[src/hdl/apf_pkg.sv]
// ----------------------------------------------------------------------------
// apf_pkg
// Shared types, constants and helpers of the ARIMA process filter.
// ----------------------------------------------------------------------------
package apf_pkg;

    // default sizes of the tap and integrator chains
    localparam int unsigned AR_TAPS_MAX_DEF = 4;
    localparam int unsigned MA_TAPS_MAX_DEF = 4;
    localparam int unsigned DIFF_MAX_DEF    = 2;

    // number of coefficients packed into one coefficient register
    localparam int unsigned COEF_SLOTS = 4;
    localparam int unsigned COEF_W     = 16;

    // widths of the data paths
    localparam int unsigned NOISE_W = 16;
    localparam int unsigned RAW_W   = 24;
    localparam int unsigned SUM_W   = 32;
    localparam int unsigned ORD_W   = 5;
    localparam int unsigned IDX_W   = 3;

    // configuration register indexes
    localparam logic [2:0] CFG_AR_ORDER   = 3'd0;
    localparam logic [2:0] CFG_MA_ORDER   = 3'd1;
    localparam logic [2:0] CFG_DIFF_ORDER = 3'd2;
    localparam logic [2:0] CFG_AR_COEFS   = 3'd3;
    localparam logic [2:0] CFG_MA_COEFS   = 3'd4;

    // input word
    typedef struct packed {
        logic signed [NOISE_W-1:0] noise_sample;
        logic                      first_sample;
    } t_in_word;

    // result word
    typedef struct packed {
        logic signed [SUM_W-1:0] series_value;
        logic                    clipped;
    } t_out_word;

    // word traveling down the integrator chain
    typedef struct packed {
        logic signed [SUM_W-1:0] value;
        logic                    first;
        logic                    clip;
    } t_int_word;

    // control of the tap chain
    typedef struct packed {
        logic shift;
        logic clear;
    } t_tap_ctrl;

    // coefficient of one lag, zero past the packed slots
    function automatic logic signed [COEF_W-1:0] coef_at(
        input logic [COEF_SLOTS*COEF_W-1:0] packed_coefs,
        input int unsigned                  j
    );
        logic signed [COEF_W-1:0] c;
        c = '0;
        for (int unsigned k = 0; k < COEF_SLOTS; k++) begin
            if (k == j) begin
                c = packed_coefs[k*COEF_W +: COEF_W];
            end
        end
        return c;
    endfunction

endpackage

[src/hdl/apf_int_cell.sv]
// ----------------------------------------------------------------------------
// apf_int_cell
// One running-sum integrator stage with saturation and its own output
// register, part of the elastic integrator chain.
// ----------------------------------------------------------------------------
module apf_int_cell (
    input  logic               i_clk,
    input  logic               i_rst_n,
    input  logic               i_active,
    input  logic               i_valid,
    input  apf_pkg::t_int_word i_word,
    output logic               o_ready,
    input  logic               i_ready_next,
    output logic               o_valid,
    output apf_pkg::t_int_word o_word
);
    import apf_pkg::*;

    localparam logic signed [SUM_W:0] SUM_HI = (SUM_W+1)'({1'b0, {(SUM_W-1){1'b1}}});
    localparam logic signed [SUM_W:0] SUM_LO = -SUM_HI - (SUM_W+1)'(1);

    logic                    r_valid;
    t_int_word               r_word;
    logic signed [SUM_W-1:0] r_sum;
    logic signed [SUM_W-1:0] n_sum;
    t_int_word               n_word;
    logic signed [SUM_W-1:0] w_base;
    logic signed [SUM_W:0]   w_add;
    logic                    w_load;

    assign o_ready = !r_valid || i_ready_next;
    assign w_load  = o_ready && i_valid;
    assign o_valid = r_valid;
    assign o_word  = r_word;

    // add and saturate, or pass through when this stage is unused
    always_comb begin
        w_base = i_word.first ? '0 : r_sum;
        w_add  = (SUM_W+1)'(w_base) + (SUM_W+1)'(i_word.value);
        n_word = i_word;
        n_sum  = w_base;
        if (i_active) begin
            if (w_add > SUM_HI) begin
                n_sum       = SUM_HI[SUM_W-1:0];
                n_word.clip = 1'b1;
            end else if (w_add < SUM_LO) begin
                n_sum       = SUM_LO[SUM_W-1:0];
                n_word.clip = 1'b1;
            end else begin
                n_sum = w_add[SUM_W-1:0];
            end
            n_word.value = n_sum;
        end
    end

    // stage register and running sum
    always_ff @(posedge i_clk) begin
        if (!i_rst_n) begin
            r_valid <= 1'b0;
            r_sum   <= '0;
        end else if (o_ready) begin
            r_valid <= i_valid;
            if (i_valid) begin
                r_sum <= n_sum;
            end
        end
    end

    // payload of the stage
    always_ff @(posedge i_clk) begin
        if (w_load) begin
            r_word <= n_word;
        end
    end

endmodule

[config.mk]
export PLATFORM = sky130hd
export DESIGN_NAME = apf_int_cell
export DESIGN_NICKNAME = d
export VERILOG_FILES = /design/src/hdl/apf_pkg.sv /design/src/hdl/apf_int_cell.sv
export SDC_FILE = /design/constraint.sdc
export NUM_CORES = 1
export LEC_CHECK = 0
export BUFFER_PORTS_ARGS = -buffer_cell sky130_fd_sc_hd__buf_2
export CAP_MARGIN = 10
export CORE_ASPECT_RATIO = 1.25
export CORE_MARGIN = 1.5
export CORE_UTILIZATION = 29
export CTS_BUF_LIST = sky130_fd_sc_hd__clkbuf_16
export DETAILED_ROUTE_END_ITERATION = 10
export PLACE_DENSITY = 0.46
export SKIP_CTS_REPAIR_TIMING = 1
export SYNTH_ARGS = -nofsm -noshare
export SYNTH_HDL_FRONTEND = slang
export SYNTH_SLANG_ARGS = --single-unit
[constraint.sdc]
create_clock -name i_clk -period 4.4 [get_ports i_clk]
set_input_delay 0.88 -clock i_clk [delete_from_list [all_inputs] [get_ports i_clk]]
set_output_delay 0.88 -clock i_clk [all_outputs]
set_load 0.01 [all_outputs]
==> flow_summary_export.csv, run 1 <==
group,metric,value,unit
worst_setup_path,required,4.69,ns
clock_network,cts_sinks,67,
timing,slew_headroom,0.1861,
synth,synthCells,546,
timing,setup_viol,0,
routing,wire_per_inst,16.76,um
timing,fmaxAchievable,245.2,MHz
global_route,grt_overflow,0,
min_path,hold_depth,2,
synth,yosysSeqAreaShare,0.3581,
routing,wl,14430,um
timing,tns,0,ns
final_layout,finish.utilization,0.3748,
global_route,antenna_found_initial,0,
clock_network,clk_latency,0.35,ns
power_and_ir_drop,irDropWorstVdd,136.1,uV
synth,synth_area_leaders,"edfxtp_1 (22%), dfxtp_1 (14%), a21oi_1 (9.2%)",
worst_setup_path,reg2reg_to,"r_sum[10]$_SDFFE_PN0P_",
synth,synth_edf_count,34,
floorplan,die_x,116.8,um
synth,yosys_warnings,0,
worst_setup_path,cp_max_fo,19,
routing,routed_via_density,5.152,
worst_setup_path,start_kind,"input pin",
routing,postRouteAntennaNets,0,
placed_design,pre_cts_slack,-0.08849,ns
synth,yosysTopAreaCell,"edfxtp_1",
floorplan,coreArea,15700,um2
synth,async_reset_ff_frac,0,
synth,synth_top_area_frac,0.2174,
power_and_ir_drop,seqPwrFrac,0.379,
floorplan,initial_core_util,0.2991,
routing,drc,0,
synth,ys.flop_type,"edfxtp_1",
synth,synth.cell_area,4696,um2
timing,rsz0062_at_grt,"no",
floorplan,fp.dieH,145.3,um
synth,ys_ff_latch,67,
synth,syn_nets,618,
worst_setup_path,arrival,4.37,ns
clock_network,root_buffer,"clkbuf_16",
min_path,min_path_type,"flop to flop",
timing,finalCritPeriodShare,0.9268,
floorplan,io_pins,75,
job,max_cap_viol_count,0,
timing,setup_ws,0.3219,ns
placed_design,place.gp.congestion,0.8933,
min_path,holdPathEnd,"r_sum[27]$_SDFFE_PN0P_",
final_layout,fillers,1660,
power_and_ir_drop,internal-power,1.380,mW
timing,hold_viol,0,
clock_network,path_clk_slew,0.05,ns
timing,skew,0.006735,ns
floorplan,dieArea,16970,um2
timing,drv_slew,0,
placed_design,io_buffers,74,
timing,worst_slew_pin_slew,1.221,ns
worst_setup_path,r2r_slack,0.91,ns
clock_network,clk_path_buf_depth,2,
worst_setup_path,critPathKind,"input pin to flop",
routing,route.vias.total,4436,
placed_design,dpl.hpwl,11060,um
placed_design,placedInstanceArea,5575,um2
clock_network,numCtsBuffers,9,
clock_network,h-tree-depth,3,
final_layout,stdcell_area,5883,um2
power_and_ir_drop,leakage,2.503,nW
final_layout,drive_above_1_share,0.2065,
worst_setup_path,r2r_start,"r_sum[0]$_SDFFE_PN0P_",
worst_setup_path,reg2reg_depth,13,
routing,drtPass1Iterations,5,
power_and_ir_drop,p_per_area,327.0,nW/um2
timing,fin_crit,4.078,ns
final_layout,num-nets-final,716,
power_and_ir_drop,switching_share,0.2825,
synth,ys_types,57,
global_route,grt_max_degree,61,
routing,drtIter0Drc,243,
final_layout,diodes,0,
worst_setup_path,end_kind,"flop",
global_route,grt_usage,0.1798,
global_route,grt_pass1_vias,4604,
synth,synth_area_per_cell,8.600,um2
placed_design,dp.cells,845,
clock_network,cts_tree,"built",
final_layout,area_growth,25.29,%
global_route,grt_pass1_wl,23580,um
min_path,hold_start,"r_sum[27]$_SDFFE_PN0P_",
power_and_ir_drop,power_frac_comb,0.220,
final_layout,instances_no_fill,861,
floorplan,placementRows,51,
power_and_ir_drop,p_clk_frac,0.402,
status,outcome,"complete, no violations",
power_and_ir_drop,switchingPower,0.5435,mW
synthesized netlist by cell type, drive strengths merged, types with 4 or more instances:
library cell,instances
o211ai,5
nand2b,5
o21ai,28
dfxtp,33
o21a,5
ha,32
xnor2,20
nor2b,37
a21o,8
xor2,9
clkbuf,16
inv,10
a211oi,4
nand4,5
nor2,49
a31oi,6
buf,14
nand3,7
nand2,50
and2,8
a21boi,4
edfxtp,34
and3,7
a221o,23
a21oi,86
registers in the layout (all words and copies together), names as in the netlist:
signal	count
r_sum	32
o_word	34
o_valid	1
metal layers:
| metal | track usage | wire length (um) | vias to the layer above |
|---|---|---|---|
| li1 | - | - | 2213 |
| met1 | 0.2223 | 6441 | 2084 |
| met2 | 0.3026 | 7089 | 115 |
| met3 | 0.03509 | 540 | 24 |
| met4 | 0.07108 | 362 | 0 |
| met5 | 0 | 0 | - |
critical path: stages:
cell and delay, ns:
buf_2 0.35, buf_4 0.27, nor2b_1 0.07, ha_1 0.42, nand2_1 0.11, o211a_1 0.26
o31a_1 0.29, a2111oi_0 0.49, nand4bb_1 0.27, a31o_1 0.34, and2_1 0.25, buf_4 0.21
a221o_1 0.13
worst max-delay path by stage:
stage	to	depth (start not counted)	start
after CTS	r_sum[10]$_SDFFE_PN0P_	13	i_word[1]
after detailed placement	r_sum[18]$_SDFFE_PN0P_	13	i_word[1]
final	r_sum[10]$_SDFFE_PN0P_	13	i_word[1]
after global routing	o_word[17]$_DFFE_PP_	13	i_word[1]
after global placement	o_word[23]$_DFFE_PP_	13	i_word[1]
after floorplan	o_word[32]$_DFFE_PP_	12	i_word[1]
layout by cell type, fill, tap and decap left out, drive strengths merged, types with 8 or more instances in the layout:
cell | netlist | routed
and2 | 8 | 8
o21ai | 28 | 28
nor2b | 37 | 37
nor2 | 49 | 49
edfxtp | 34 | 34
ha | 32 | 32
dfxtp | 33 | 33
a221o | 23 | 23
a21o | 8 | 8
xor2 | 9 | 9
xnor2 | 20 | 20
nand2 | 50 | 50
buf | 14 | 117
clkbuf | 16 | 9
inv | 10 | 10
a21oi | 86 | 86
layout make-up:
type | count | area, um2 | area share
clock buffer | 9 | 225.2 | 0.03828
clock inverter | 7 | 82.58 | 0.01404
inverter | 10 | 37.54 | 0.006380
multi-input combinational | 439 | 2835 | 0.4819
sequential | 67 | 1682 | 0.2858
tap | 212 | 265.3 | 0.04509
timing repair buffer | 117 | 755.7 | 0.1285
cells by family after synthesis:
logic type / share of synthesized area
adder cells (fa/ha/maj): 0.09166
AND/OR/NAND/NOR: 0.1916
XOR/XNOR: 0.05409
buffers and inverters: 0.03837
AO/OA/AOI/OAI: 0.2662
flip-flops: 0.3581
per-stage QoR:
stage / hold WS, ns / total power [mW]
2_1_floorplan: 0.4232 / 1.010
3_3_place_gp: 0.4365 / 1.162
3_5_place_dp: 0.4413 / 1.165
4_1_cts: 0.4488 / 1.946
5_1_grt: 0.4645 / 2.024
6_report: 0.4445 / 1.924
power groups by stage:
| stage | clock network [mW] | logic (mW) | registers (mW) |
|---|---|---|---|
| floorplan | 0 | 0.255 | 0.756 |
| global route | 0.819 | 0.471 | 0.734 |
| global placement | 0 | 0.420 | 0.742 |
| finish | 0.773 | 0.422 | 0.729 |
| CTS | 0.790 | 0.427 | 0.729 |
| detailed placement | 0 | 0.423 | 0.742 |
Power figures use the tool's default switching activity.
==> inputs of run 2 (changes only) <==
CORE_UTILIZATION = 35   (was 29)
PLACE_DENSITY = 0.54   (was 0.46)
==> flow_summary_export.csv, run 2 (synthesized netlist as in run 1, its figures left out) <==
group,metric,value,unit
routing,drc,0,
timing,worst_slew_pin_slew,0.5651,ns
timing,hold_viol,0,
timing,fin_crit,4.069,ns
final_layout,largest_register_ffs,34,
global_route,grt_usage,0.2001,
global_route,grt_pass1_wl,22530,um
global_route,grt_overflow,0,
worst_setup_path,arrival,4.26,ns
clock_network,numCtsBuffers,9,
routing,drtPass1Iterations,8,
placed_design,dpl.hpwl,10480,um
global_route,grt_pass1_vias,4459,
timing,drv_slew,0,
final_layout,finish.utilization,0.4313,
timing,finalCritPeriodShare,0.9247,
worst_setup_path,critPathKind,"input pin to flop",
power_and_ir_drop,leakage,2.419,nW
worst_setup_path,r2r_start,"r_sum[0]$_SDFFE_PN0P_",
clock_network,h-tree-depth,3,
final_layout,area_growth,21.00,%
final_layout,final_common_cell,"a21oi_1",
power_and_ir_drop,irDropWorstVdd,187.2,uV
routing,drtIter0Drc,174,
routing,route.vias.total,4416,
global_route,antenna_found_initial,0,
worst_setup_path,critPathLaunch,"i_word[1]",
status,outcome,"complete, no violations",
clock_network,clk_path_buf_depth,2,
clock_network,root_buffer,"clkbuf_16",
worst_setup_path,end_kind,"flop",
final_layout,drive_above_1_share,0.1915,
timing,setup_ws,0.3314,ns
floorplan,fp.dieH,132.5,um
floorplan,placementRows,47,
timing,hold_ws,0.4478,ns
floorplan,dieArea,14120,um2
routing,wire_per_inst,16.81,um
global_route,grt_max_degree,61,
timing,skew,0.007533,ns
placed_design,io_buffers,74,
floorplan,initial_core_util,0.3565,
final_layout,fillers,1366,
timing,fmaxAchievable,245.8,MHz
routing,routed_via_density,5.465,
floorplan,die_x,106.6,um
timing,rsz0062_at_grt,"no",
clock_network,path_clk_slew,0.06,ns
placed_design,pre_cts_slack,-0.2778,ns
job,max_cap_viol_count,0,
routing,wl,13580,um
final_layout,num-nets-final,704,
floorplan,io_pins,75,
clock_network,clk_latency,0.34,ns
worst_setup_path,required,4.59,ns
final_layout,final_cell_mix,"a21oi_1 (86), buf_2 (74), nand2_1 (50)",
worst_setup_path,start_kind,"input pin",
min_path,min_path_type,"flop to flop",
timing,setup_viol,0,
floorplan,coreArea,13170,um2
routing,postRouteAntennaNets,0,
min_path,hold_start,"r_sum[0]$_SDFFE_PN0P_",
clock_network,cts_tree,"built",
power_and_ir_drop,p_per_area,333.8,nW/um2
worst_setup_path,cp_max_fo,19,
timing,slew_headroom,0.6223,
placed_design,place.gp.congestion,0.9269,
final_layout,diodes,0,
clock_network,cts_sinks,67,
-- run 2: changes by cell type in the layout (fill, tap and decap cells not counted), sizes merged --
| cell | before | now |
|---|---|---|
| buf | 117 | 105 |
| clkinv | 5 | 3 |
| clkinvlp | 0 | 1 |
| inv | 10 | 11 |
-- run 2: worst paths after layout --
path / end / slack (ns) / cells after the start
setup reg to reg: o_word[25]$_DFFE_PP_ / 0.93 / 13
setup / recovery: o_word[25]$_DFFE_PP_ / 0.33 / 13
hold / removal: r_sum[0]$_SDFFE_PN0P_ / 0.45 / 2
hold reg to reg: r_sum[0]$_SDFFE_PN0P_ / 0.45 / 2
-- run 2: power by group --
group / total, mW / switching (mW) / internal, mW
sequential: 0.729 / 0.0152 / 0.714
clock: 0.762 / 0.273 / 0.489
combinational: 0.405 / 0.238 / 0.167
total: 1.90 / 0.527 / 1.37
-- run 2: layout make-up --
type	count	area, um2	share of cell area
clock inverter	7	83.83	0.01475
multi-input combinational	439	2836	0.4992
inverter	10	37.54	0.006606
sequential	67	1682	0.2960
tap	171	214.0	0.03766
timing repair buffer	105	603.1	0.1061
clock buffer	9	225.2	0.03964
-- run 2: critical path, cell delays in order --
cell       delay [ns]
buf_2            0.36
buf_4            0.26
nor2b_1          0.07
ha_1             0.38
nand2_1          0.09
o211a_1          0.28
o31a_1           0.31
a2111oi_1        0.52
nand4bb_1        0.25
o31a_1           0.34
buf_4            0.24
a21oi_1          0.10
a21oi_1          0.16
-- run 2: per-layer routing --
| layer | up-vias | share of wire | GRT usage |
|---|---|---|---|
| met5 | - | 0 | 0 |
| met4 | 0 | 0.025 | 0.07556 |
| met3 | 25 | 0.032 | 0.02956 |
| met2 | 92 | 0.50 | 0.3397 |
| met1 | 2104 | 0.45 | 0.2551 |
| li1 | 2195 | - | - |
-- run 2: stage by stage --
step	area [um2]	setup TNS, ns	instances	power, mW
6_report	5682	0	808	1.897
3_3_place_gp	5371	-9.441	792	1.143
3_5_place_dp	5371	-11.03	792	1.146
4_1_cts	5680	0	808	1.910
5_1_grt	5682	0	808	1.981
2_1_floorplan	4696	0	546	1.010
==> inputs of run 3 (changes only) <==
PLACE_DENSITY = not set   (was 0.54)
==> flow_summary_export.csv, run 3 (synthesized netlist as in run 1, its figures left out) <==
group,metric,value,unit
routing,drc,0,
floorplan,placementRows,47,
worst_setup_path,cp_max_fo,11,
job,max_cap_viol_count,0,
clock_network,root_buffer,"clkbuf_16",
global_route,grt_usage,0.2003,
global_route,grt_max_degree,61,
worst_setup_path,arrival,4.17,ns
floorplan,coreArea,13170,um2
floorplan,fp.dieH,132.5,um
worst_setup_path,path_common_cell,"a21oi_1",
worst_setup_path,r2r_start,"r_sum[0]$_SDFFE_PN0P_",
power_and_ir_drop,leakage,2.476,nW
worst_setup_path,critPathLaunch,"i_word[1]",
worst_setup_path,slowest_delay,0.54,ns
timing,skew,0.009490,ns
final_layout,final_cell_mix,"a21oi_1 (86), buf_2 (74), nand2_1 (50)",
timing,fin_crit,3.998,ns
clock_network,path_clk_slew,0.06,ns
routing,drtPass1Iterations,5,
timing,setup_viol,0,
final_layout,drive_above_1_share,0.2018,
floorplan,io_pins,75,
placed_design,io_buffers,74,
placed_design,place.gp.congestion,1.003,
routing,route.vias.total,4411,
timing,fmaxAchievable,250.1,MHz
worst_setup_path,required,4.57,ns
routing,routed_via_density,5.379,
global_route,grt_pass1_vias,4542,
global_route,antenna_found_initial,0,
final_layout,num-nets-final,716,
routing,drtIter0Drc,185,
clock_network,clk_latency,0.33,ns
timing,tns,0,ns
global_route,grt_overflow,0,
worst_setup_path,crit_buf_inv,4,
timing,hold_viol,0,
worst_setup_path,slowest_stage,"a2111oi_0",
placed_design,dpl.hpwl,10570,um
timing,finalCritPeriodShare,0.9086,
worst_setup_path,start_kind,"input pin",
routing,wire_per_inst,16.75,um
timing,worst_slew_pin_slew,0.7806,ns
floorplan,die_x,106.6,um
global_route,grt_pass1_wl,22450,um
status,outcome,"complete, no violations",
worst_setup_path,crit_family,"compound AO/OA/AOI/OAI gates",
timing,slew_headroom,0.4796,
clock_network,h-tree-depth,3,
worst_setup_path,critPathKind,"input pin to flop",
clock_network,numCtsBuffers,9,
timing,hold_ws,0.4438,ns
power_and_ir_drop,irDropWorstVdd,189.1,uV
floorplan,dieArea,14120,um2
power_and_ir_drop,p_per_area,319.2,nW/um2
timing,setup_ws,0.4020,ns
min_path,min_path_type,"flop to flop",
placed_design,pre_cts_slack,0.04665,ns
worst_setup_path,path_cells,"buf_2 > nor2b_1 > ha_1 > inv_1 > fa_1 > nand2b_1 > a21oi_1 > o211ai_1 > a2111oi_0 > buf_4 > nand4bb_1 > a31o_1 > buf_4 > a21oi_1 > a21oi_1",
min_path,hold_start,"r_sum[15]$_SDFFE_PN0P_",
final_layout,area_growth,22.52,%
final_layout,largest_register_ffs,34,
clock_network,clk_path_buf_depth,2,
floorplan,initial_core_util,0.3565,
routing,postRouteAntennaNets,0,
final_layout,diodes,0,
clock_network,cts_sinks,67,
timing,drv_slew,0,
timing,rsz0062_at_grt,"no",
worst_setup_path,end_kind,"flop",
final_layout,final_common_cell,"a21oi_1",
clock_network,cts_tree,"built",
routing,wl,13740,um
## run 3: worst paths after layout
check                      endpoint  slack, ns  cells past startpoint
max            o_word[26]$_DFFE_PP_       0.40                     15
min          r_sum[15]$_SDFFE_PN0P_       0.44                      2
max reg2reg    o_word[26]$_DFFE_PP_       0.83                     14
min reg2reg  r_sum[15]$_SDFFE_PN0P_       0.44                      2
## run 3: per-stage QoR
stage	utilization	std cells	area, um2	total power [mW]
finish	0.4367	820	5753	1.836
global route	0.4367	820	5753	1.921
CTS	0.4367	820	5753	1.845
detailed placement	0.4156	804	5474	1.155
global placement	0.4156	804	5474	1.150
floorplan	-	546	4696	1.010
## run 3: final cells by class
cell class              instances  area, um2
inverters                      10      37.54
flip-flops and latches         67       1682
multi-input cells             439       2835
clock inverters                 7      53.80
fillers                      1354       7420
well taps                     171      214.0
clock buffers                   9      225.2
repair buffers                117      705.7
## run 3: where the power goes
| part | internal [mW] | switching [mW] | total (mW) |
|---|---|---|---|
| Sequential | 0.714 | 0.0159 | 0.730 |
| Clock | 0.427 | 0.264 | 0.692 |
| Combinational | 0.175 | 0.240 | 0.415 |
## run 3: layer usage
metal	part of all wire	track usage	up-vias	routed length (um)
met4	0.020	0.07556	0	270
met1	0.43	0.2412	2074	5970
li1	-	-	2220	-
met2	0.51	0.3561	100	6969
met5	0	0	-	0
met3	0.038	0.02956	17	524
## run 3: worst register-to-register path: stages (launching register included)
cell and delay (ns):
dfxtp_1 0.32, nor2b_1 0.13, ha_1 0.20, inv_1 0.07
fa_1 0.39, nand2b_1 0.19, a21oi_1 0.21, o211ai_1 0.18
a2111oi_0 0.54, buf_4 0.20, nand4bb_1 0.17, a31o_1 0.28
buf_4 0.24, a21oi_1 0.08, a21oi_1 0.19
