[config.mk]
export PLATFORM = sky130hd
export DESIGN_NAME = apf_tap_cell
export DESIGN_NICKNAME = d
export VERILOG_FILES = /design/src/hdl/apf_pkg.sv /design/src/hdl/apf_tap_cell.sv
export SDC_FILE = /design/constraint.sdc
export NUM_CORES = 1
export LEC_CHECK = 0
export ABC_AREA = 1
export BUFFER_PORTS_ARGS = -buffer_cell sky130_fd_sc_hd__buf_2
export CORE_MARGIN = 2
export CORE_UTILIZATION = 65
export DETAILED_ROUTE_END_ITERATION = 6
export GPL_TIMING_DRIVEN = 1
export PLACE_DENSITY = 0.93
export SLEW_MARGIN = 30
export SYNTH_ARGS = -nofsm -noshare
export SYNTH_HDL_FRONTEND = slang
export SYNTH_SLANG_ARGS = --single-unit
[constraint.sdc]
create_clock -name i_clk -period 12 [get_ports i_clk]
set_input_delay 2.4 -clock i_clk [delete_from_list [all_inputs] [get_ports i_clk]]
set_output_delay 2.4 -clock i_clk [all_outputs]
set_load 0.1 [all_outputs]
[src/hdl/apf_pkg.sv]
// ----------------------------------------------------------------------------
// apf_pkg
// Shared types, constants and helpers of the ARIMA process filter.
// ----------------------------------------------------------------------------
package apf_pkg;

    // default sizes of the tap and integrator chains
    localparam int unsigned AR_TAPS_MAX_DEF = 4;
    localparam int unsigned MA_TAPS_MAX_DEF = 4;
    localparam int unsigned DIFF_MAX_DEF    = 2;

    // number of coefficients packed into one coefficient register
    localparam int unsigned COEF_SLOTS = 4;
    localparam int unsigned COEF_W     = 16;

    // widths of the data paths
    localparam int unsigned NOISE_W = 16;
    localparam int unsigned RAW_W   = 24;
    localparam int unsigned SUM_W   = 32;
    localparam int unsigned ORD_W   = 5;
    localparam int unsigned IDX_W   = 3;

    // configuration register indexes
    localparam logic [2:0] CFG_AR_ORDER   = 3'd0;
    localparam logic [2:0] CFG_MA_ORDER   = 3'd1;
    localparam logic [2:0] CFG_DIFF_ORDER = 3'd2;
    localparam logic [2:0] CFG_AR_COEFS   = 3'd3;
    localparam logic [2:0] CFG_MA_COEFS   = 3'd4;

    // input word
    typedef struct packed {
        logic signed [NOISE_W-1:0] noise_sample;
        logic                      first_sample;
    } t_in_word;

    // result word
    typedef struct packed {
        logic signed [SUM_W-1:0] series_value;
        logic                    clipped;
    } t_out_word;

    // word traveling down the integrator chain
    typedef struct packed {
        logic signed [SUM_W-1:0] value;
        logic                    first;
        logic                    clip;
    } t_int_word;

    // control of the tap chain
    typedef struct packed {
        logic shift;
        logic clear;
    } t_tap_ctrl;

    // coefficient of one lag, zero past the packed slots
    function automatic logic signed [COEF_W-1:0] coef_at(
        input logic [COEF_SLOTS*COEF_W-1:0] packed_coefs,
        input int unsigned                  j
    );
        logic signed [COEF_W-1:0] c;
        c = '0;
        for (int unsigned k = 0; k < COEF_SLOTS; k++) begin
            if (k == j) begin
                c = packed_coefs[k*COEF_W +: COEF_W];
            end
        end
        return c;
    endfunction

endpackage

[src/hdl/apf_tap_cell.sv]
// ----------------------------------------------------------------------------
// apf_tap_cell
// One history tap: holds one past value, hands it on to the next lag and
// forms its rounded coefficient product.
// ----------------------------------------------------------------------------
module apf_tap_cell #(
    parameter int unsigned DATA_W = 24
) (
    input  logic                              i_clk,
    input  logic                              i_rst_n,
    input  apf_pkg::t_tap_ctrl                i_ctrl,
    input  logic                              i_on,
    input  logic signed [apf_pkg::COEF_W-1:0] i_coef,
    input  logic signed [DATA_W-1:0]          i_data,
    output logic signed [DATA_W-1:0]          o_data,
    output logic signed [DATA_W+1:0]          o_prod
);
    import apf_pkg::*;

    localparam int unsigned PROD_W = DATA_W + COEF_W;

    logic signed [DATA_W-1:0] r_data;
    logic signed [PROD_W-1:0] w_prod;
    logic signed [PROD_W-1:0] w_rnd;

    // a restart makes the whole history read as zero
    assign o_data = i_ctrl.clear ? '0 : r_data;

    // product rounded half up to the data's fraction
    assign w_prod = i_coef * o_data;
    assign w_rnd  = w_prod + PROD_W'(signed'(1 << (COEF_W - 3)));
    assign o_prod = i_on ? w_rnd[PROD_W-1:COEF_W-2] : '0;

    // history register, moves one lag per accepted word
    always_ff @(posedge i_clk) begin
        if (!i_rst_n) begin
            r_data <= '0;
        end else if (i_ctrl.shift) begin
            r_data <= i_data;
        end
    end

endmodule

==> metrics.md, run 1 <==
| Metric | Value |
|---|---|
| Share of cells above drive strength 1 | 7.40% |
| Most common cell after layout, fill and taps aside | inv_1 |
| Post-Syn Area | roughly 15,000 um^2 |
| Fin. Hold Viols | 0 |
| Mux cell area share after synthesis | 0% |
| Routed vias | 13,100 |
| Vias/cell | ~5.8 |
| Top_reg_cell synth | dfxtp_1 |
| Ys Warns | 0 |
| Core ar. | roughly 23,000 um^2 |
| Drt pass-1 iters | 7 |
| Critical path class | in2out |
| Hpwl dp | 37.2 mm |
| Total CTS buffers | 3 |
| Internal | 882 uW |
| Final design utilization | a little over two thirds |
| Avg WL per Cell | 19.4 um |
| Synth area leaders | fa_1 (50%), inv_1 (13%), nand2_1 (8.8%) |
| Failing checks | design-rule violations |
| Overall power | 3000 uW |
| Nets | 2,488 |
| Unique masters post-synth | 34 |
| Largest registers | r_data: 24 flops |
| Initial core utilization | 66.1% |
| Top reg by flops | r_data |
| FF-to-FF path depth | 2 |
| Clock Latency Late Sink | 0.26 ns |
| First-pass GRT wire length | 71.2 mm |
| Flop pwr share | 3.0% |
| Antenna cells | 0 |
| VDD IR max | 0.000340 V |
| Clock Pin Slew Worst Setup and Hold Paths | 0.06 ns |
| Synth Instances | about 1,900 |
| Hold depth | 2 |
| Psw | 2120 uW |
| Number of synthesized flops with an enable pin | 0 |
| Worst-Margin Slew | approximately 0.85 ns |
| Main combinational cell family by area after synthesis | adder cells |
| Worst min path class | reg2reg |
| Synth Net Count | 2,438 |
| Largest net degree at the start of global routing | 27 |
| Clk root buf | clkbuf_16 |
| Max Cap Viol | 0 |
| Synth top area share | 50.0% |
| Synth Area in XOR/XNOR | less than 1% |
| Worst Path Max Fanout | 25 |
| # IOs | 95 |
| Initial antenna violation count | 0 |
| Asr flop ratio synth | 0% |
| Htree depth | 1 |
| Synth Area in Adders | roughly 58% |
| CTS tree | built |
| Overflow after GRT | 0 |
| Fin crit share | 96.3% |
| Worst path required time | 9.60 ns |
| Area leader, netlist | fa_1 |
| Post-Synth Simple-Gate Area | between 10% and 20% |
| Most frequent cells in the layout | inv_1 (508), fa_1 (374), nand2_1 (348) |
| Vias in the first global route | about 14,000 |
| Leakage power total | between 0.008 and 0.009 uW |
| Status | finished with violations |
| Clock Sink Count | 24 |
| Final setup vio count | 0 |
| Number of synthesized register bits | 24 |
| Clk_skew | 0 ns |
| Postcts setup bufs | 0 |
| Fmax | 86.5 MHz |
| Max-slew headroom | 43.6% |
| Unrepaired setup endpoints after global routing | no |
| WP data arrival | 9.16 ns |
| Aggregate global-route resource usage | 38.4% |
| Area growth syn-to-layout | 5.39% |
| Final Max Tran Viols | 0 |
| Syn avg cell area | 7.77 um^2 |
| PwrDens | around 190 nW/um^2 |
| Die area | 24,200 um^2 |
| Routed WL | around 44 mm |
| Post-synthesis compound-gate area fraction | between 5 and 6% |
| Sequential share of the synthesized area | 3.21% |
| Max reg flops | 24 |
| Worst Setup Start Kind | input pin |
| Initial drt markers | 1,280 |
| Min cycle time layout | 11.56 ns |
| Die X | 156 um |
| Clock power frac | 2.4% |
| Port bufs | 94 |
| DRC | 17 |
| CP Capture Type | output pin |
| Sw Ratio | 70.6% |
| Final TNS setup | 0 ns |
| Die height | ~160 um |
| CTS Buffer Depth | 2 |
| # rows | 55 |
| Routability Congestion | 1.01 |
| Logic pwr share | a little over nine tenths |
| Post-route antenna net violation count | 0 |
logic make-up after synthesis:
kind of cell | count (synthesis)
simple gates | 692
compound gates | 154
buf+inv | 578
xor+xnor | 11
fa+ha+maj | 467
flops | 24
cell usage after synthesis (8+ instances only):
cell	count
clkbuf_1	52
nand2_1	349
a21oi_1	66
ha_1	93
o21ai_0	63
nor2_1	288
dfxtp_1	24
nand3_1	24
inv_1	508
clkinv_1	8
fa_1	374
power groups by stage:
stage | sequential (uW) | combinational, uW | clock (uW)
floorplan | 89.0 | 2200 | 0
finish | 88.9 | 2840 | 72.2
global placement | 90.0 | 2750 | 0
global route | 89.2 | 3100 | 73.5
CTS | 88.6 | 2820 | 72.1
detailed placement | 90.2 | 2810 | 0
per-stage QoR:
| step | setup WS, ns | cell area (um^2) | instances | hold slack, ns |
|---|---|---|---|---|
| global placement | 0.537 | 15700 | 2256 | 0.482 |
| floorplan | -0.225 | 15000 | 1926 | 0.463 |
| detailed placement | 0.346 | 15700 | 2256 | 0.487 |
| global route | 0.125 | 15800 | 2259 | 0.537 |
| CTS | 0.320 | 15800 | 2259 | 0.506 |
| finish | 0.442 | 15800 | 2259 | 0.509 |
what timing repair did:
action / in CTS / in global routing
hold endpoints to repair: 0 / 0
hold buffers: 0 / 0
gates resized for setup: 0 / 1
setup endpoints to repair: 0 / 1
layer usage:
metal | track usage, % | up-vias | part of all wire (%) | routed length, um
met2 | 67.2 | 803 | 49 | 21400
li1 | - | 5622 | - | -
met1 | 43.5 | 6392 | 33 | 14600
met4 | 19.7 | 0 | 6.7 | 2950
met5 | 0 | - | 0 | 0
met3 | 9.94 | 235 | 11 | 4760
worst max-delay path, stage by stage:
cell and delay (ns):
buf_2 0.14, inv_4 0.23, nand2_1 0.32, inv_1 0.53
nand2_1 0.20, fa_1 0.59, inv_1 0.06, fa_1 0.49
fa_1 0.65, fa_1 0.49, fa_1 0.50, inv_1 0.05
fa_1 0.47, inv_1 0.04, ha_1 0.36, nand2_1 0.11
nand2_1 0.06, a31oi_1 0.24, nand2_1 0.12, o21bai_1 0.18
nand2_1 0.06, nand3_1 0.16, nand2_1 0.10, nand2_1 0.07
nor2_2 0.10, buf_2 0.42
final timing paths:
path / slack [ns] / end / startpoint
max: 0.44 / o_prod[22] / i_ctrl[0]
min: 0.51 / r_data[5]$_SDFFE_PN0P_ / r_data[5]$_SDFFE_PN0P_
max reg2reg: 11.28 / r_data[23]$_SDFFE_PN0P_ / r_data[23]$_SDFFE_PN0P_
min reg2reg: 0.51 / r_data[5]$_SDFFE_PN0P_ / r_data[5]$_SDFFE_PN0P_
final cells by class:
cell class                 instances  area [um^2]
clock buffer                       3         75.1
fill                            1784         6870
tap                              285          357
timing repair buffer             105          553
inverter                         518         1950
sequential                        24          480
multi-input combinational       1324        12400
No activity file was read; power rests on OpenSTA's default activity.
==> run 2: changes to the inputs <==
--- a/config.mk
+++ b/config.mk
@@ -9,8 +9,8 @@
 export BUFFER_PORTS_ARGS = -buffer_cell sky130_fd_sc_hd__buf_2
 export CORE_MARGIN = 2
-export CORE_UTILIZATION = 65
+export CORE_UTILIZATION = 42
 export DETAILED_ROUTE_END_ITERATION = 6
 export GPL_TIMING_DRIVEN = 1
-export PLACE_DENSITY = 0.93
+export PLACE_DENSITY = 0.67
 export SLEW_MARGIN = 30
 export SYNTH_ARGS = -nofsm -noshare
==> constraint.sdc (replaced) <==
create_clock -name i_clk -period 12 [get_ports i_clk]
set_input_delay 0.6 -clock i_clk [delete_from_list [all_inputs] [get_ports i_clk]]
set_output_delay 0.6 -clock i_clk [all_outputs]
set_load 0.1 [all_outputs]
==> run 2 against run 1 <==
  * Critical path depth shrank 2
  * Fmax is 40% higher
  * Wire length about the same
  * Sequential share of layout area is essentially flat
  * First-iteration DRC count fell by 38%
  * Hold slack worse by 0.010 ns
  * The flow now finishes without violations
  * Utilization shrank 25 points
  * Register-to-register slack gained 0.02 ns
  * Combinational power decreased by 2%
==> metrics.md, run 2 (same netlist as run 1, synthesis figures left out) <==
| Metric | Value |
|---|---|
| Overflow after GRT | 0 (unchanged) |
| Worst Setup Start Kind | input pin |
| CP Capture Type | output pin |
| Aggregate global-route resource usage | 25.2% (-13 points) |
| Die area | 37,100 um^2 (+53%) |
| Filler cell count | 3,589 (+100%) |
| Largest net degree at the start of global routing | 27 (unchanged) |
| Clock Sink Count | 24 (unchanged) |
| # IOs | 95 (unchanged) |
| Routed vias | 12,500 (-4.2%) |
| Multi-input logic area | 12,300 um^2 (-0.48%) |
| Hpwl dp | 38.0 mm (+2.1%) |
| Port bufs | 94 (unchanged) |
| Max reg flops | 24 (unchanged) |
| Routed WL | 43.7 mm (about the same) |
| First-pass GRT wire length | 71.4 mm (+0.30%) |
| Min cycle time layout | 8.24 ns (-3.31 ns) |
| Max-slew headroom | 34.0% (-9.6 points) |
| Status | finished, final reports clean |
| Critical R2R Launch | r_data[1]$_SDFFE_PN0P_ |
| Clock Latency Late Sink | 0.25 ns (about the same) |
| Total CTS buffers | 3 (unchanged) |
| Clk_skew | 0 ns (unchanged) |
| Hold depth | 2 (unchanged) |
| Placement Cell Area | 15,800 um^2 (+0.52%) |
| Cts repair resizes | 0 (unchanged) |
| Min-delay src | r_data[2]$_SDFFE_PN0P_ |
| Most frequent cells in the layout | inv_1 (508), fa_1 (374), nand2_1 (349) |
| GRT busiest layer | met2 |
| Final Max Tran Viols | 0 (unchanged) |
| Fin. Hold Viols | 0 (unchanged) |
| WP data arrival | 7.64 ns (-1.52 ns) |
| Clk root buf | clkbuf_16 |
| Global-route track usage on met2 | 44.2% (-23 points) |
| # rows | 69 (+25%) |
| Worst path required time | 11.40 ns (+1.80 ns) |
| Worst Path Max Fanout | 25 (unchanged) |
| Htree depth | 1 (unchanged) |
| Worst Hold Path EP | r_data[2]$_SDFFE_PN0P_ |
| Routability Congestion | 0.968 (-4.5%) |
| Place WS | 3.81 ns (+3.47 ns) |
| Design Area, Final | 15,800 um^2 (+0.50%) |
| VDD IR max | 0.000403 V (+19%) |
| Sequential Area | 480 um^2 (unchanged) |
| Most common cell after layout, fill and taps aside | inv_1 |
| CP max stage cell | fa_1 |
| PwrDens | 186 nW/um^2 (-2.3%) |
| Final TNS setup | 0 ns (unchanged) |
| Most common cell on crit path | fa_1 |
| RR Endpoint | r_data[1]$_SDFFE_PN0P_ |
| Global-route met3 utilization | 4.71% (-5.2 points) |
| Share of cells above drive strength 1 | 5.86% (-1.5 points) |
| Largest registers | r_data: 24 flops |
| FF-to-FF path depth | 2 (unchanged) |
| PnR worst setup slack | 3.76 ns (+3.31 ns) |
| Worst path cell trace | buf_2 > inv_4 > nand2_1 > inv_1 > nand2_1 > fa_1 > inv_1 > fa_1 > fa_1 > fa_1 > fa_1 > inv_1 > fa_1 > inv_1 > ha_1 > nand2_1 > nor2_1 > nand2_1 > nor3_1 > nand4_1 > nand3_1 > nor2_1 > nor2_1 > buf_2 |
| Core ar. | 35,300 um^2 (+56%) |
| Unrepaired setup endpoints after global routing | no |
| Initial antenna violation count | 0 (unchanged) |
| Area growth syn-to-layout | 5.92% |
| Post-route antenna net violation count | 0 (unchanged) |
| Clock Pin Slew Worst Setup and Hold Paths | 0.06 ns (about the same) |
| Die height | 193 um (+24%) |
| Fin crit share | 68.7% (-28 points) |
| Largest stage delay, worst path | 0.80 ns (+0.15 ns) |
| GRT met1 Usage | 30.2% (-13 points) |
| Critical path class | in2out |
| Worst min path class | reg2reg |
| Die X | 193 um (+24%) |
| Vias in the first global route | 13,700 (-4.5%) |
| Postcts setup bufs | 0 (unchanged) |
| Top reg by flops | r_data |
| CTS hold repair buffers | 0 (unchanged) |
| DRC | 0 (-17) |
| CTS tree | built |
| Max Cap Viol | 0 (unchanged) |
| Leakage power total | 0.00854 uW (-0.60%) |
| Final setup vio count | 0 (unchanged) |
| Initial core utilization | 42.4% (-24 points) |
| CTS Buffer Depth | 2 (unchanged) |
| Nets | 2,477 (-0.44%) |
| Worst-Margin Slew | 0.989 ns (+0.144 ns) |
| Initial drt markers | 788 (-38%) |
| Vias/cell | 5.16 (-11%) |
| Drt pass-1 iters | 7 (unchanged) |
| Reg2reg setup slack | 11.30 ns (+0.02 ns) |
| Final design utilization | 44.9% (-25 points) |
| Antenna cells | 0 (unchanged) |
| Fmax | 121 MHz (+40%) |
| Avg WL per Cell | 18.0 um (-6.8%) |
run 2: cell count changes in the layout (fill, tap and decap cells not counted), sizes merged:
cell and change:
buf -11
run 2: worst max-delay path: cells and delay by family:
| kind | cells | cell delay (ns) |
|---|---|---|
| buffers and inverters | 7 | 1.33 |
| adders and majority gates | 7 | 3.83 |
| and+or+nand+nor | 10 | 1.84 |
run 2: stage by stage:
stage	cells	hold slack, ns	power (uW)
3_3_place_gp	2421	0.485	2880
5_1_grt	2424	0.536	3270
4_1_cts	2424	0.504	2970
3_5_place_dp	2421	0.487	2890
6_report	2424	0.499	2950
2_1_floorplan	1926	0.463	2250
run 2: worst max-delay path by stage:
stage	to	start	depth (start not counted)	slack (ns)
finish	o_prod[25]	i_ctrl[0]	24	3.76
global route	o_prod[24]	i_ctrl[0]	24	3.32
CTS	o_prod[24]	i_ctrl[0]	24	3.78
detailed placement	o_prod[24]	i_ctrl[0]	24	3.81
global placement	o_prod[24]	i_ctrl[0]	24	3.82
floorplan	o_prod[9]	i_ctrl[0]	25	3.28
run 2: area by class of cell:
cell class              instances  area share [%]
multi-input cells            1324            77.6
inverters                     518            12.3
well taps                     461            3.64
flip-flops and latches         24            3.03
repair buffers                 94            2.97
clock buffers                   3           0.474
run 2: layer usage:
| metal | vias up | wire, um |
|---|---|---|
| li1 | 5608 | - |
| met1 | 6234 | 16200 |
| met2 | 536 | 21400 |
| met3 | 130 | 3840 |
| met4 | 0 | 2320 |
| met5 | - | 0 |
run 2: power breakdown:
part	switching, uW	leakage (uW)	internal, uW
Combinational	2060	0.00831	729
Clock	26.1	0.0000370	44.0
Sequential	3.60	0.000200	85.3
Total	2090	0.00854	858
==> run 3: changes to the inputs <==
- PLACE_DENSITY: 0.67 -> 0.69
- clock period: 12 -> 7.53 ns (I/O delays scaled with it)
==> run 3 against run 2 <==
  * Flip-flop and latch count stayed put
  * Worst setup slack got worse by 3.4 ns
  * Utilization is 1.8 points higher
  * Cell count is 2.2% higher
  * Sequential power is 60% higher
  * Wire length up 1.5%
  * Combinational power is 70% higher
  * Cell area rose by 4.0%
  * Clock power is 60% higher
  * Global-route usage up 0.37 points
  * First-iteration DRC count down 14%
==> metrics.md, run 3 (same netlist as run 1, synthesis figures left out) <==
| Metric | Value |
|---|---|
| Leakage power total | 0.00878 uW (+2.8%) |
| Global-route track usage on met2 | 44.8% (+0.62 points) |
| Final setup vio count | 0 (unchanged) |
| Fmax | 139 MHz |
| PwrDens | 303 nW/um^2 (+63%) |
| Sequential Area | 480 um^2 (unchanged) |
| Initial antenna violation count | 0 (unchanged) |
| Overflow after GRT | 0 (unchanged) |
| WP data arrival | 6.82 ns (-0.82 ns) |
| Min cycle time layout | 7.19 ns |
| Routed WL | 44.4 mm (+1.5%) |
| Post-route antenna net violation count | 0 (unchanged) |
| Aggregate global-route resource usage | 25.6% (+0.37 points) |
| Worst path required time | 7.15 ns (-4.25 ns) |
| Hpwl dp | 38.9 mm (+2.5%) |
| DRC | 0 (unchanged) |
| Logic pwr share | 94.9% (+0.3 points) |
| CTS Buffer Depth | 2 (unchanged) |
| Die height | 193 um (unchanged) |
| Die X | 193 um (unchanged) |
| GRT busiest layer | met2 |
| Max-slew headroom | 56.3% (+22 points) |
| Sw Ratio | 68.7% (-2.2 points) |
| Vias in the first global route | 13,900 (+2.0%) |
| Largest net degree at the start of global routing | 27 (unchanged) |
| Vias/cell | 5.15 (-0.23%) |
| Clock Sink Count | 24 (unchanged) |
| Nets | 2,531 (+2.2%) |
| Clk root buf | clkbuf_16 |
| Share of cells above drive strength 1 | 10.1% (+4.2 points) |
| Total CTS buffers | 3 (unchanged) |
| WP buf/inv | 7 (unchanged) |
| # IOs | 95 (unchanged) |
| Clk_skew | 0 ns (unchanged) |
| Worst min path class | in2reg |
| Largest stage delay, worst path | 0.62 ns (-0.18 ns) |
| Worst Path Max Fanout | 25 (unchanged) |
| Worst path cell trace | buf_2 > inv_4 > nand2_1 > clkinvlp_4 > nand2_1 > fa_1 > inv_1 > fa_1 > fa_1 > fa_1 > fa_1 > inv_1 > fa_1 > inv_1 > ha_1 > a21oi_1 > a21boi_0 > o21ai_0 > a21boi_0 > a21oi_1 > nor2_2 > buf_2 |
| Drt pass-1 iters | 5 (-2) |
| Final TNS setup | 0 ns (unchanged) |
| VDD IR max | 0.000611 V (+52%) |
| Filler cell count | 3,520 (-1.9%) |
| First-pass GRT wire length | 72.2 mm (+1.0%) |
| Multi-input logic area | 12,400 um^2 (+0.67%) |
| Final Max Tran Viols | 0 (unchanged) |
| Routability Congestion | 0.970 (+0.23%) |
| Clock power frac | 2.2% (-0.2 points) |
| Flop pwr share | 2.8% (-0.2 points) |
| Worst Setup Start Kind | input pin |
| Top reg by flops | r_data |
| Most common cell after layout, fill and taps aside | inv_1 |
| Critical path's top delay family | adder cells |
| Max Cap Viol | 0 (unchanged) |
| Psw | 3430 uW (+64%) |
| Clock Latency Late Sink | 0.25 ns (about the same) |
| Core ar. | 35,300 um^2 (unchanged) |
| Global-route met3 utilization | 5.46% (+0.75 points) |
| GRT met1 Usage | 30.0% (-0.14 points) |
| Most common cell on crit path | fa_1 |
| # rows | 69 (unchanged) |
| CP max stage cell | fa_1 |
| Die area | 37,100 um^2 (unchanged) |
| Unrepaired setup endpoints after global routing | no |
| Max reg flops | 24 (unchanged) |
| Clock Pin Slew Worst Setup and Hold Paths | 0.06 ns (about the same) |
| Fin crit share | between 90% and 100% |
| Most frequent cells in the layout | inv_1 (502), fa_1 (373), nand2_1 (348) |
| Status | finished, final reports clean |
| Worst-Margin Slew | 0.655 ns (-0.334 ns) |
| Area growth syn-to-layout | 10.2% |
| CP Capture Type | output pin |
| Port bufs | 94 (unchanged) |
| Fin. Hold Viols | 0 (unchanged) |
| Avg WL per Cell | 17.9 um (-0.75%) |
| Initial drt markers | 680 (-14%) |
| Routed vias | 12,800 (+2.0%) |
| Largest registers | r_data: 24 flops |
| Initial core utilization | 42.4% (unchanged) |
| CTS hold repair buffers | 0 (unchanged) |
| Internal | 1560 uW (+82%) |
| Antenna cells | 0 (unchanged) |
| Critical path class | in2out |
| Htree depth | 1 (unchanged) |
| CTS tree | built |
| Final design utilization | 46.7% (+1.8 points) |
[run 3: repair_timing]
item,4_1_cts,5_1_grt
setup buffers,0,13
resized for setup,1,10
pin swaps,0,0
setup endpoints to repair,1,21
[run 3: metal layers]
layer | vias to the layer above | routed length [um]
met3 | 127 | 3530
met4 | 0 | 2520
li1 | 5709 | -
met1 | 6424 | 16800
met2 | 497 | 21500
met5 | - | 0
[run 3: worst paths after layout]
path	startpoint	slack (ns)	cells after the start	endpoint
setup / recovery	i_ctrl[0]	0.34	22	o_prod[17]
hold / removal	i_data[7]	0.35	3	r_data[7]$_SDFFE_PN0P_
setup reg to reg	r_data[18]$_SDFFE_PN0P_	6.85	2	r_data[18]$_SDFFE_PN0P_
hold reg to reg	r_data[2]$_SDFFE_PN0P_	0.51	2	r_data[2]$_SDFFE_PN0P_
[run 3: per-stage QoR]
step                hold WS (ns)  cell area (um^2)  power [uW]  instances  setup WS (ns)
floorplan                  0.463             15000        3670       1926         -0.332
global placement           0.486             16300        4870       2462        -0.0250
detailed placement         0.487             16300        4880       2462       -0.00200
CTS                        0.348             16300        5010       2465        0.00753
global route               0.351             16500        5480       2478         0.0168
finish                     0.346             16500        4990       2478          0.336
[run 3: worst reg2reg max path: cells and delay by family (launching register included)]
kind | cells | cell delay, ns
AO/OA/AOI/OAI | 1 | 0.18
AND/OR/NAND/NOR | 1 | 0.06
flip-flops | 1 | 0.34
[run 3: final cells by class]
class                      instances  share of cell area [%]
tap                              461                    3.50
timing repair buffer             148                    6.06
multi-input combinational       1324                    75.1
sequential                        24                    2.92
clock buffer                       3                   0.456
inverter                         518                    12.0
[run 3: power groups by stage]
stage	combinational (uW)	clock, uW	sequential (uW)
3_3_place_gp	4720	0	144
4_1_cts	4760	113	141
6_report	4740	112	142
5_1_grt	5220	120	142
2_1_floorplan	3530	0	142
3_5_place_dp	4730	0	144
